[src/lca_pkg.sv]
// Shared types, constants and helpers for the life cellular automaton step block.
package lca_pkg;

    localparam int unsigned DEF_MAX_WIDTH  = 2048;
    localparam int unsigned DEF_MAX_HEIGHT = 2048;

    localparam int unsigned REG_W       = 12;
    localparam int unsigned COORD_W     = 11;
    localparam int unsigned QUEUE_DEPTH = 3;
    localparam int unsigned QPTR_W      = $clog2(QUEUE_DEPTH);
    localparam int unsigned QCNT_W      = $clog2(QUEUE_DEPTH + 1);
    localparam int unsigned MIN_SIZE    = 3;

    localparam int unsigned RESET_WIDTH  = 1920;
    localparam int unsigned RESET_HEIGHT = 1080;

    typedef enum logic {
        REG_FRAME_WIDTH  = 1'b0,
        REG_FRAME_HEIGHT = 1'b1
    } lca_reg_idx_t;

    // Cell travelling from the counter stage to the rule stage
    typedef struct packed {
        logic               valid;
        logic               alive;
        logic               emit;
        logic               done;
        logic [COORD_W-1:0] col;
        logic [COORD_W-1:0] row;
    } lca_stage_t;

    typedef struct packed {
        logic [COORD_W-1:0] col;
        logic [COORD_W-1:0] row;
        logic               next_alive;
        logic               frame_done;
    } lca_result_t;

    // Clamp a size register to MIN_SIZE..hi and return the last index
    function automatic int unsigned clamp_last(logic [REG_W-1:0] v, int unsigned hi);
        int unsigned s;
        s = int'(v);
        if (s < MIN_SIZE) s = MIN_SIZE;
        if (s > hi) s = hi;
        return s - 1;
    endfunction

endpackage

[src/life_cellular_automaton_step.sv]
// Top level of the streaming Game of Life (B3/S23) next-generation step.
// Takes one cell per clock in raster order and keeps that rate indefinitely
// while the result side takes its requests; the limit is the single
// read-modify-write of the line store memory, one entry per cycle. A cell
// accepted reaches the rule stage in the next cycle, when its column
// of the two line stores comes back from the memory, and its result is written
// into the result queue, which offers it on the m_ side. The
// result queue holds three entries, one of them kept for the cell in the rule
// stage; s_tready falls when the queued results and that cell fill it.
// Interior cells only are reported, with m_tlast on the last interior cell of
// the frame. A size write restarts the frame and must be made while the block
// is idle; the line stores are not cleared.
module life_cellular_automaton_step #(
    parameter int unsigned MAX_WIDTH  = lca_pkg::DEF_MAX_WIDTH,
    parameter int unsigned MAX_HEIGHT = lca_pkg::DEF_MAX_HEIGHT
) (
    input  logic                       aclk,
    input  logic                       aresetn,
    input  logic                       cfg_wr_en,
    input  logic                       cfg_wr_index,
    input  logic [lca_pkg::REG_W-1:0]  cfg_wr_data,
    input  logic                       s_tvalid,
    output logic                       s_tready,
    input  logic [7:0]                 s_tdata,   // [0] cell_alive
    output logic                       m_tvalid,
    input  logic                       m_tready,
    output logic [23:0]                m_tdata,   // [10:0] out_col, [21:11] out_row, [22] next_alive
    output logic                       m_tlast    // frame_done
);
    import lca_pkg::*;

    localparam int unsigned CW = $clog2(MAX_WIDTH);
    localparam int unsigned RW = $clog2(MAX_HEIGHT);

    logic          accept;
    logic [CW-1:0] rd_addr;
    logic [CW-1:0] wr_addr;
    logic [1:0]    line_data;
    lca_stage_t    stage;
    logic          push;
    lca_result_t   push_data;
    lca_result_t   out_data;
    logic          can_accept;

    assign s_tready = can_accept;
    assign accept   = s_tvalid && s_tready;

    lca_raster_ctrl #(
        .MAX_WIDTH  (MAX_WIDTH),
        .MAX_HEIGHT (MAX_HEIGHT),
        .CW         (CW),
        .RW         (RW)
    ) u_ctrl (
        .aclk         (aclk),
        .aresetn      (aresetn),
        .cfg_wr_en    (cfg_wr_en),
        .cfg_wr_index (cfg_wr_index),
        .cfg_wr_data  (cfg_wr_data),
        .accept       (accept),
        .cell_in      (s_tdata[0]),
        .rd_addr      (rd_addr),
        .wr_addr      (wr_addr),
        .stage        (stage)
    );

    // shift the column down: new cell becomes previous row, previous row moves down
    lca_line_mem #(
        .MAX_WIDTH (MAX_WIDTH),
        .CW        (CW)
    ) u_mem (
        .aclk    (aclk),
        .rd_en   (accept),
        .rd_addr (rd_addr),
        .wr_en   (stage.valid),
        .wr_addr (wr_addr),
        .wr_data ({stage.alive, line_data[1]}),
        .rd_data (line_data)
    );

    lca_rule u_rule (
        .aclk      (aclk),
        .aresetn   (aresetn),
        .restart   (cfg_wr_en),
        .stage     (stage),
        .line_data (line_data),
        .push      (push),
        .result    (push_data)
    );

    lca_out_queue u_queue (
        .aclk       (aclk),
        .aresetn    (aresetn),
        .push       (push),
        .push_data  (push_data),
        .inflight   (stage.valid),
        .can_accept (can_accept),
        .out_valid  (m_tvalid),
        .out_ready  (m_tready),
        .out_data   (out_data)
    );

    assign m_tdata = {1'b0, out_data.next_alive, out_data.row, out_data.col};
    assign m_tlast = out_data.frame_done;

endmodule

[src/lca_raster_ctrl.sv]
// Raster counters, size registers and the first pipeline stage.
module lca_raster_ctrl #(
    parameter int unsigned MAX_WIDTH  = lca_pkg::DEF_MAX_WIDTH,
    parameter int unsigned MAX_HEIGHT = lca_pkg::DEF_MAX_HEIGHT,
    parameter int unsigned CW         = $clog2(MAX_WIDTH),
    parameter int unsigned RW         = $clog2(MAX_HEIGHT)
) (
    input  logic                        aclk,
    input  logic                        aresetn,
    input  logic                        cfg_wr_en,
    input  logic                        cfg_wr_index,
    input  logic [lca_pkg::REG_W-1:0]   cfg_wr_data,
    input  logic                        accept,
    input  logic                        cell_in,
    output logic [CW-1:0]               rd_addr,
    output logic [CW-1:0]               wr_addr,
    output lca_pkg::lca_stage_t         stage
);
    import lca_pkg::*;

    logic [CW-1:0]  last_col_reg, last_col_next;
    logic [RW-1:0]  last_row_reg, last_row_next;
    logic [CW-1:0]  col_reg, col_next;
    logic [RW-1:0]  row_reg, row_next;
    logic [CW-1:0]  s1_addr_reg;
    lca_stage_t     stage_reg, stage_next;
    logic           at_last_col, at_last_row;

    assign at_last_col = (col_reg == last_col_reg);
    assign at_last_row = (row_reg == last_row_reg);

    always_comb begin
        last_col_next = last_col_reg;
        last_row_next = last_row_reg;
        col_next      = col_reg;
        row_next      = row_reg;
        if (cfg_wr_en) begin
            unique case (lca_reg_idx_t'(cfg_wr_index))
                REG_FRAME_WIDTH:  last_col_next = CW'(clamp_last(cfg_wr_data, MAX_WIDTH));
                REG_FRAME_HEIGHT: last_row_next = RW'(clamp_last(cfg_wr_data, MAX_HEIGHT));
                default: ;
            endcase
            // restart the frame
            col_next = '0;
            row_next = '0;
        end else if (accept) begin
            if (at_last_col) begin
                col_next = '0;
                row_next = at_last_row ? '0 : row_reg + RW'(1);
            end else begin
                col_next = col_reg + CW'(1);
            end
        end
    end

    always_comb begin
        stage_next.valid = accept && !cfg_wr_en;
        stage_next.alive = cell_in;
        stage_next.emit  = (col_reg >= CW'(2)) && (row_reg >= RW'(2));
        stage_next.done  = at_last_col && at_last_row;
        stage_next.col   = COORD_W'(col_reg - CW'(1));
        stage_next.row   = COORD_W'(row_reg - RW'(1));
    end

    always_ff @(posedge aclk) begin
        if (!aresetn) begin
            last_col_reg <= CW'(clamp_last(REG_W'(RESET_WIDTH), MAX_WIDTH));
            last_row_reg <= RW'(clamp_last(REG_W'(RESET_HEIGHT), MAX_HEIGHT));
            col_reg      <= '0;
            row_reg      <= '0;
            stage_reg    <= '0;
        end else begin
            last_col_reg <= last_col_next;
            last_row_reg <= last_row_next;
            col_reg      <= col_next;
            row_reg      <= row_next;
            stage_reg    <= stage_next;
        end
    end

    always_ff @(posedge aclk) begin
        if (accept) begin
            s1_addr_reg <= col_reg;
        end
    end

    assign rd_addr = col_reg;
    assign wr_addr = s1_addr_reg;
    assign stage   = stage_reg;

`ifndef NO_ASSERTIONS
    a_col_in_frame: assert property (@(posedge aclk) disable iff (!aresetn)
        col_reg <= last_col_reg)
        else $error("column count beyond frame width");
`endif

endmodule

[src/lca_line_mem.sv]
// Two line stores packed side by side in one simple dual-port memory.
module lca_line_mem #(
    parameter int unsigned MAX_WIDTH = lca_pkg::DEF_MAX_WIDTH,
    parameter int unsigned CW        = $clog2(MAX_WIDTH)
) (
    input  logic          aclk,
    input  logic          rd_en,
    input  logic [CW-1:0] rd_addr,
    input  logic          wr_en,
    input  logic [CW-1:0] wr_addr,
    input  logic [1:0]    wr_data,
    output logic [1:0]    rd_data
);
    import lca_pkg::*;

    // bit 1: previous row, bit 0: row before that
    logic [1:0] store_mem [MAX_WIDTH];
    logic [1:0] rd_data_reg;

    always_ff @(posedge aclk) begin
        if (wr_en) begin
            store_mem[wr_addr] <= wr_data;
        end
    end

    always_ff @(posedge aclk) begin
        if (rd_en) begin
            rd_data_reg <= store_mem[rd_addr];
        end
    end

    assign rd_data = rd_data_reg;

`ifndef NO_ASSERTIONS
    // a column recurs no sooner than three cells later, so no forwarding is needed
    a_no_same_entry: assert property (@(posedge aclk)
        (rd_en && wr_en) |-> (rd_addr != wr_addr))
        else $error("read and write to the same line store entry");
`endif

endmodule

[src/lca_rule.sv]
// 3x3 window register and the B3/S23 next-state rule.
module lca_rule (
    input  logic                  aclk,
    input  logic                  aresetn,
    input  logic                  restart,
    input  lca_pkg::lca_stage_t   stage,
    input  logic [1:0]            line_data,
    output logic                  push,
    output lca_pkg::lca_result_t  result
);
    import lca_pkg::*;

    // bits 0..2: column x-2, bits 3..5: column x-1; within a column row y-2 first
    logic [5:0] window_reg, window_next;
    logic [2:0] column;
    logic [3:0] count;
    logic       centre;

    assign column = {stage.alive, line_data[1], line_data[0]};
    assign centre = window_reg[4];

    always_comb begin
        count = 4'(window_reg[0]) + 4'(window_reg[1]) + 4'(window_reg[2])
              + 4'(window_reg[3]) + 4'(window_reg[5])
              + 4'(column[0]) + 4'(column[1]) + 4'(column[2]);
    end

    always_comb begin
        window_next = window_reg;
        if (restart) begin
            window_next = '0;
        end else if (stage.valid) begin
            window_next = {column, window_reg[5:3]};
        end
    end

    always_ff @(posedge aclk) begin
        if (!aresetn) begin
            window_reg <= '0;
        end else begin
            window_reg <= window_next;
        end
    end

    assign push              = stage.valid && stage.emit;
    assign result.col        = stage.col;
    assign result.row        = stage.row;
    assign result.next_alive = (count == 4'd3) || ((count == 4'd2) && centre);
    assign result.frame_done = stage.done;

endmodule

[src/lca_out_queue.sv]
// Small result queue that decouples the output handshake from the pipeline.
module lca_out_queue (
    input  logic                  aclk,
    input  logic                  aresetn,
    input  logic                  push,
    input  lca_pkg::lca_result_t  push_data,
    input  logic                  inflight,
    output logic                  can_accept,
    output logic                  out_valid,
    input  logic                  out_ready,
    output lca_pkg::lca_result_t  out_data
);
    import lca_pkg::*;

    lca_result_t         entry_reg [QUEUE_DEPTH];
    logic [QPTR_W-1:0]   wr_ptr_reg, wr_ptr_next;
    logic [QPTR_W-1:0]   rd_ptr_reg, rd_ptr_next;
    logic [QCNT_W-1:0]   count_reg, count_next;
    logic                pop;

    function automatic logic [QPTR_W-1:0] ptr_inc(logic [QPTR_W-1:0] p);
        return (p == QPTR_W'(QUEUE_DEPTH - 1)) ? '0 : p + QPTR_W'(1);
    endfunction

    assign out_valid = (count_reg != '0);
    assign pop       = out_valid && out_ready;
    assign out_data  = entry_reg[rd_ptr_reg];

    // reserve a slot for the cell already in flight
    assign can_accept = ((QCNT_W+1)'(count_reg) + (QCNT_W+1)'(inflight))
                        < (QCNT_W+1)'(QUEUE_DEPTH);

    always_comb begin
        wr_ptr_next = push ? ptr_inc(wr_ptr_reg) : wr_ptr_reg;
        rd_ptr_next = pop  ? ptr_inc(rd_ptr_reg) : rd_ptr_reg;
        count_next  = count_reg + QCNT_W'(push) - QCNT_W'(pop);
    end

    always_ff @(posedge aclk) begin
        if (!aresetn) begin
            wr_ptr_reg <= '0;
            rd_ptr_reg <= '0;
            count_reg  <= '0;
        end else begin
            wr_ptr_reg <= wr_ptr_next;
            rd_ptr_reg <= rd_ptr_next;
            count_reg  <= count_next;
        end
    end

    always_ff @(posedge aclk) begin
        if (push) begin
            entry_reg[wr_ptr_reg] <= push_data;
        end
    end

`ifndef NO_ASSERTIONS
    a_no_overflow: assert property (@(posedge aclk) disable iff (!aresetn)
        push |-> (count_reg != QCNT_W'(QUEUE_DEPTH)) || pop)
        else $error("result queue overflow");

    a_count_range: assert property (@(posedge aclk) disable iff (!aresetn)
        count_reg <= QCNT_W'(QUEUE_DEPTH))
        else $error("result queue count out of range");
`endif

endmodule
[config.mk]
export PLATFORM = sky130hd
export DESIGN_NAME = life_cellular_automaton_step
export DESIGN_NICKNAME = d
export VERILOG_FILES = /design/src/lca_pkg.sv /design/src/life_cellular_automaton_step.sv /design/src/lca_raster_ctrl.sv /design/src/lca_line_mem.sv /design/src/lca_rule.sv /design/src/lca_out_queue.sv
export SDC_FILE = /design/constraint.sdc
export NUM_CORES = 2
export LEC_CHECK = 0
export CORE_ASPECT_RATIO = 0.8
export CORE_UTILIZATION = 50
export CTS_BUF_LIST = sky130_fd_sc_hd__clkbuf_8
export DETAILED_ROUTE_END_ITERATION = 6
export DONT_BUFFER_PORTS = 1
export GPL_ROUTABILITY_DRIVEN = 1
export PLACE_DENSITY = 0.71
export SYNTH_ARGS = -nofsm -noshare
export SYNTH_HDL_FRONTEND = slang
export SYNTH_MEMORY_MAX_BITS = 65536
export SYNTH_SLANG_ARGS = --single-unit
[constraint.sdc]
create_clock -name aclk -period 41.8 [get_ports aclk]
set_clock_uncertainty 0.05 [all_clocks]
set_input_delay 8.36 -clock aclk [delete_from_list [all_inputs] [get_ports aclk]]
set_output_delay 8.36 -clock aclk [all_outputs]
set_load 0.01 [all_outputs]
## Word-level counts from Yosys, hierarchy flattened

Memory sizes are Yosys's and may differ from the RTL's. A register that Yosys moved wholly into a read port is not among the register bits.
Index checks and enable logic that the tools add are counted.

| cells by class | value |
|---|---|
| reduce and logical (&&, ||, !) cells | 14 |
| add/subtract/negate cells | 18 |
| equal/unequal tests | 6 |
| mux-type cells | 21 |
| bitwise logic cells | 2 |
| order comparisons | 6 |

Operators by type and width:

| operator | count |
|---|---|
| $mux 32 | 4 |
| $mux 11 | 8 |
| $gt 32x12->1 const B | 2 |
| $sub 11x1->11 const B | 4 |
| $add 4x1->4 | 6 |
| $add 11x1->11 const B | 2 |
| $eq 11x11->1 | 2 |
| $ge 11x2->1 const B | 2 |
| $lt 12x2->1 const B | 1 |
| $mux 12 | 1 |
| $eq 4x2->1 const B | 2 |
| $mux 2 | 4 |
| $logic_and 1x1->1 | 7 |
| $reduce_and 2->1 | 3 |
| $add 2x1->2 const B | 2 |
| $eq 2x2->1 const B | 2 |
| $mux 1 | 4 |
| $add 2x1->3 | 1 |
| $lt 3x2->1 const B | 1 |
| $add 1x1->2 | 1 |
| $add 2x1->2 | 1 |
| $not 1->1 | 2 |
| $reduce_bool 2->1 | 1 |
| $reduce_or 2->1 | 1 |
| other kinds (3) | 3 |

| word-level totals | value |
|---|---|
| word-level logic and storage cells | 84 |
| bits in registers | 93 |
| memory bits (writable) | 4168 |
| input port bits | 26 |
| output and inout port bits | 27 |
| memories kept | 2 |

Memory list:

| memory | depth | bits a word | read ports | clocked after memory_dff | wr ports | RTL line | RTL |
|---|---|---|---|---|---|---|---|
| u_mem.store_mem | 2048 | 2 | 1 | 1 | 1 | lca_line_mem.sv:17 | `logic [1:0] store_mem [MAX_WIDTH];` |
| u_queue.entry_reg | 3 | 24 | 1 | 1 | 1 | lca_out_queue.sv:15 | `lca_result_t entry_reg [QUEUE_DEPTH];` |

## Longest topological paths before layout

| depth | value |
|---|---|
| depth after elaboration | 10 |
| gate-level depth with buffers | 15 |
| mapped depth without buffers | 13 |

## By module

From an unflattened synthesis, not the netlist that was laid out.

| second synthesis, totals | value |
|---|---|
| cell total of the unflattened synthesis | 10872 |
| area total of the unflattened synthesis | 176326.6 um^2 |

By module, submodules not included:

| module | seq. area each (um^2) | area each (um^2) | cells each | instances |
|---|---|---|---|---|
| lca_line_mem | 123058.0 | 168808.2 | 10174 | 1 |
| lca_raster_ctrl | 1731.7 | 3880.0 | 441 | 1 |
| lca_out_queue | 2322.2 | 3057.9 | 193 | 1 |
| lca_rule | 120.1 | 563.0 | 61 | 1 |
| life_cellular_automaton_step | 0.0 | 17.5 | 3 | 1 |

## Worst setup path before layout

Ideal clock, no wire load.

| timing | value |
|---|---|
| path type | flip-flop to flip-flop |
| from | register u_ctrl.stage_reg, in the netlist u_ctrl.stage[24] |
| to | memory u_mem.store_mem[0][1], data pin |
| library setup time | 5432 ps |
| arrival | 25231 ps |
| clock period less this slack | 30713 ps |
| slack | 11087 ps |
| buffers on the path | 0 |
| stages on the path, launching flop included | 1 |
| data required time | 36318 ps |
| cells stage by stage | dfxtp_1 |

RTL lines:

| element | RTL line | RTL |
|---|---|---|
| start, declared | lca_raster_ctrl.sv:26 | `lca_stage_t stage_reg, stage_next;` |
| start signal, assigned | lca_raster_ctrl.sv:77 | `stage_reg <= stage_next;` |
| end, declared | lca_line_mem.sv:17 |  |

No word-level cell before the write port.

==> flow_summary.ini <==
[timing]
final-hold-violation-count = 0
period_needed_ns = 10.89
clock.fmax_mhz = 91.9
finalSetupViolCount = 0
worst_pin_slew_ns = 1.34
max_slew_margin_pct = 10.7
drv_slew = 0
tns_ns = 0
post-route-period-util_pct = 26.0
grt_setup_unrepaired = no

[die]
row_count = 192
die-width_um = 660
start_util_pct = 50.4
die_h_um = 528
die-area_sq_mm = 0.348
fp.coreArea_sq_mm = 0.343
pin_count = 53

[yosys]
ys_seq_area_share_pct = 73.6
netlist_area_sq_mm = 0.173
synth.distinct_cells = 78
yosysTopAreaCellShare_pct = 72.6
syn-mean-instance-area_sq_um = 17.7
synth_edf_count = 4181
synth.largest_area_cell = edfxtp_1
synthFlopType = edfxtp_1
yosys_warnings = 0
synth.area.top_cells = edfxtp_1 (73%), mux4_2 (14%), nor2_1 (4.7%), mux2i_1 (1.3%), dfxtp_1 (0.97%)
syn-num-nets = 9813
synth_seq_cells = 4265
synthCells = 9769
async_flop_share_pct = 0

[detailed_routing]
firstDrtPassIters = 5
vias_per_cell = 6.48
ant_nets = 0
drtIter0Drc = 14800
via_count = 96300
drc = 0
avgRoutedWirePerCell_um = 31.9
routed_wl_mm = 474

[layout]
nNetsFinal = 9855
largest_reg_flops = 4096
drive_above_1_share_pct = 21.1
area_growth_syn_to_layout_pct = 9.09
design_area_sq_mm = 0.189

[place]
gp_congestion = 0.862
placed_area_sq_mm = 0.177
port_buffers = 0
hpwl_mm = 265

[run]
drv_cap = 0

[clocking]
cts_resized = 0
clkSinkCount = 4265
numCtsBuffers = 628
hold_buffers = 0
htreeDepth = 6
clkTransAtPathRegs_ns = 0.06
cts_buffer_depth = 4
cts_root_buf = clkbuf_8
postCtsSetupBuffers = 0
clock_latency_ns = 1.10
tritoncts = yes

[power_and_ir_drop]
peakVddDrop_mv = 0.0287
powerDensity_mw_per_mm2 = 43.2
power_leakage_nw = 56.0

[grt]
grt_use_total_pct = 26.9
grt_pass1_wl_mm = 677
grt_max_degree = 224
antenna_found_initial = 16
grt_pass1_vias = 96500
grt-ovfl-total = 0

[worst_setup_path]
crit_family = flip-flops
cp_cell_sequence = buf_4 -> mux2i_1 -> o21ai_0
arrival_ns = 2.48
end_kind = primary output
critPathBufInv = 1
critPathRequiredTime_ns = 33.39
cp_max_fo = 19
cp-start-kind = flop
slowest_stage = dfxtp_1
critPathKind = flop to primary output
reg2reg_from = u_ctrl.rd_addr[1]
slowest_delay_ns = 0.51

[min_path]
hold_path.class = flop to flop
worstHoldStart = u_ctrl.stage[1]

[outcome]
status = completed
-- report_power, final --
group | total, W | internal, W | switching, W | leakage, nW
Combinational | 0.000273 | 0.0000924 | 0.000181 | 10.8
Clock | 0.00317 | 0.00155 | 0.00161 | 6.59
Sequential | 0.00471 | 0.00470 | 0.00000798 | 38.6
Total | 0.00815 | 0.00635 | 0.00180 | 56.0
-- synthesized netlist by cell type (26+ instances only) --
| cell type | n |
|---|---|
| a21oi_1 | 55 |
| mux2i_1 | 222 |
| buf_2 | 132 |
| mux4_2 | 1063 |
| o211ai_1 | 29 |
| edfxtp_1 | 4181 |
| buf_1 | 107 |
| xnor2_1 | 35 |
| nor2_1 | 2167 |
| dfxtp_1 | 84 |
| a22oi_1 | 98 |
| inv_1 | 26 |
| o22ai_1 | 86 |
| a32oi_1 | 61 |
| nand2_1 | 351 |
| o21ai_0 | 56 |
| clkbuf_1 | 446 |
| nor3_1 | 26 |
| buf_4 | 78 |
| nand3_1 | 93 |
| buf_6 | 41 |
-- metrics by stage --
stage / setup WS [ns] / utilization, % / cells / power (W) / hold WS [ns]
final: 30.91 / 55.0 / 14900 / 0.00815 / 0.406
after global routing: 30.75 / 55.0 / 14900 / 0.00836 / 0.403
after CTS: 30.78 / 55.0 / 14900 / 0.00818 / 0.401
after detailed placement: 30.37 / 51.7 / 13700 / 0.00507 / 0.388
after global placement: 30.44 / 51.7 / 13700 / 0.00507 / 0.378
after floorplan: 11.09 / - / 9769 / 0.00513 / 0.353
-- worst paths after layout --
kind                                                end  slack (ns)  depth (start not counted)
worst max-delay path                         m_tdata[2]       30.91                          3
worst min register to register  u_queue.entry_reg[0][3]        0.41                          0
worst min-delay path            u_queue.entry_reg[0][3]        0.41                          0
worst max register to register         u_mem.rd_data[0]       33.98                         13
-- routing by layer --
metal	track usage (%)	routed length (um)
met1	38.2	177000
met2	39.5	210000
met3	8.70	68800
met4	9.24	17100
met5	0.484	279
-- placed cells by master (no fill, tap or decap), types with 24 or more instances in the layout --
cell type     n
xor2_1       25
nor2_1     2156
o22ai_1      86
a21oi_1      55
nand4_1      24
mux2i_1     222
dfxtp_1      73
a32oi_1      61
clkinv_1    154
a22oi_1      98
xnor2_1      35
clkbuf_8    657
nand3_1      60
buf_4       213
o211ai_1     29
clkinv_2     63
o21ai_0      56
mux4_2     1063
edfxtp_1   4181
nand3_4      32
inv_1       219
nand2_1     351
-- cell families after synthesis --
group | synth area share (%)
AO/OA/AOI/OAI | 2.04
XOR/XNOR | 0.304
adder cells (fa/ha/maj) | 0.148
buffers and inverters | 2.33
flip-flops | 73.6
multiplexers | 15.2
other | 0.00217
AND/OR/NAND/NOR | 6.39
-- final cells by class --
type	instances	area, sq um
Multi-Input combinational cell	4663	42300
Timing Repair Buffer	225	1840
Fill cell	25900	154000
Tap cell	4559	5700
Antenna cell	6	15.0
Sequential cell	4265	127000
Clock buffer	657	9040
Inverter	28	113
Clock inverter	465	2430
Power figures use the tool's default switching activity.
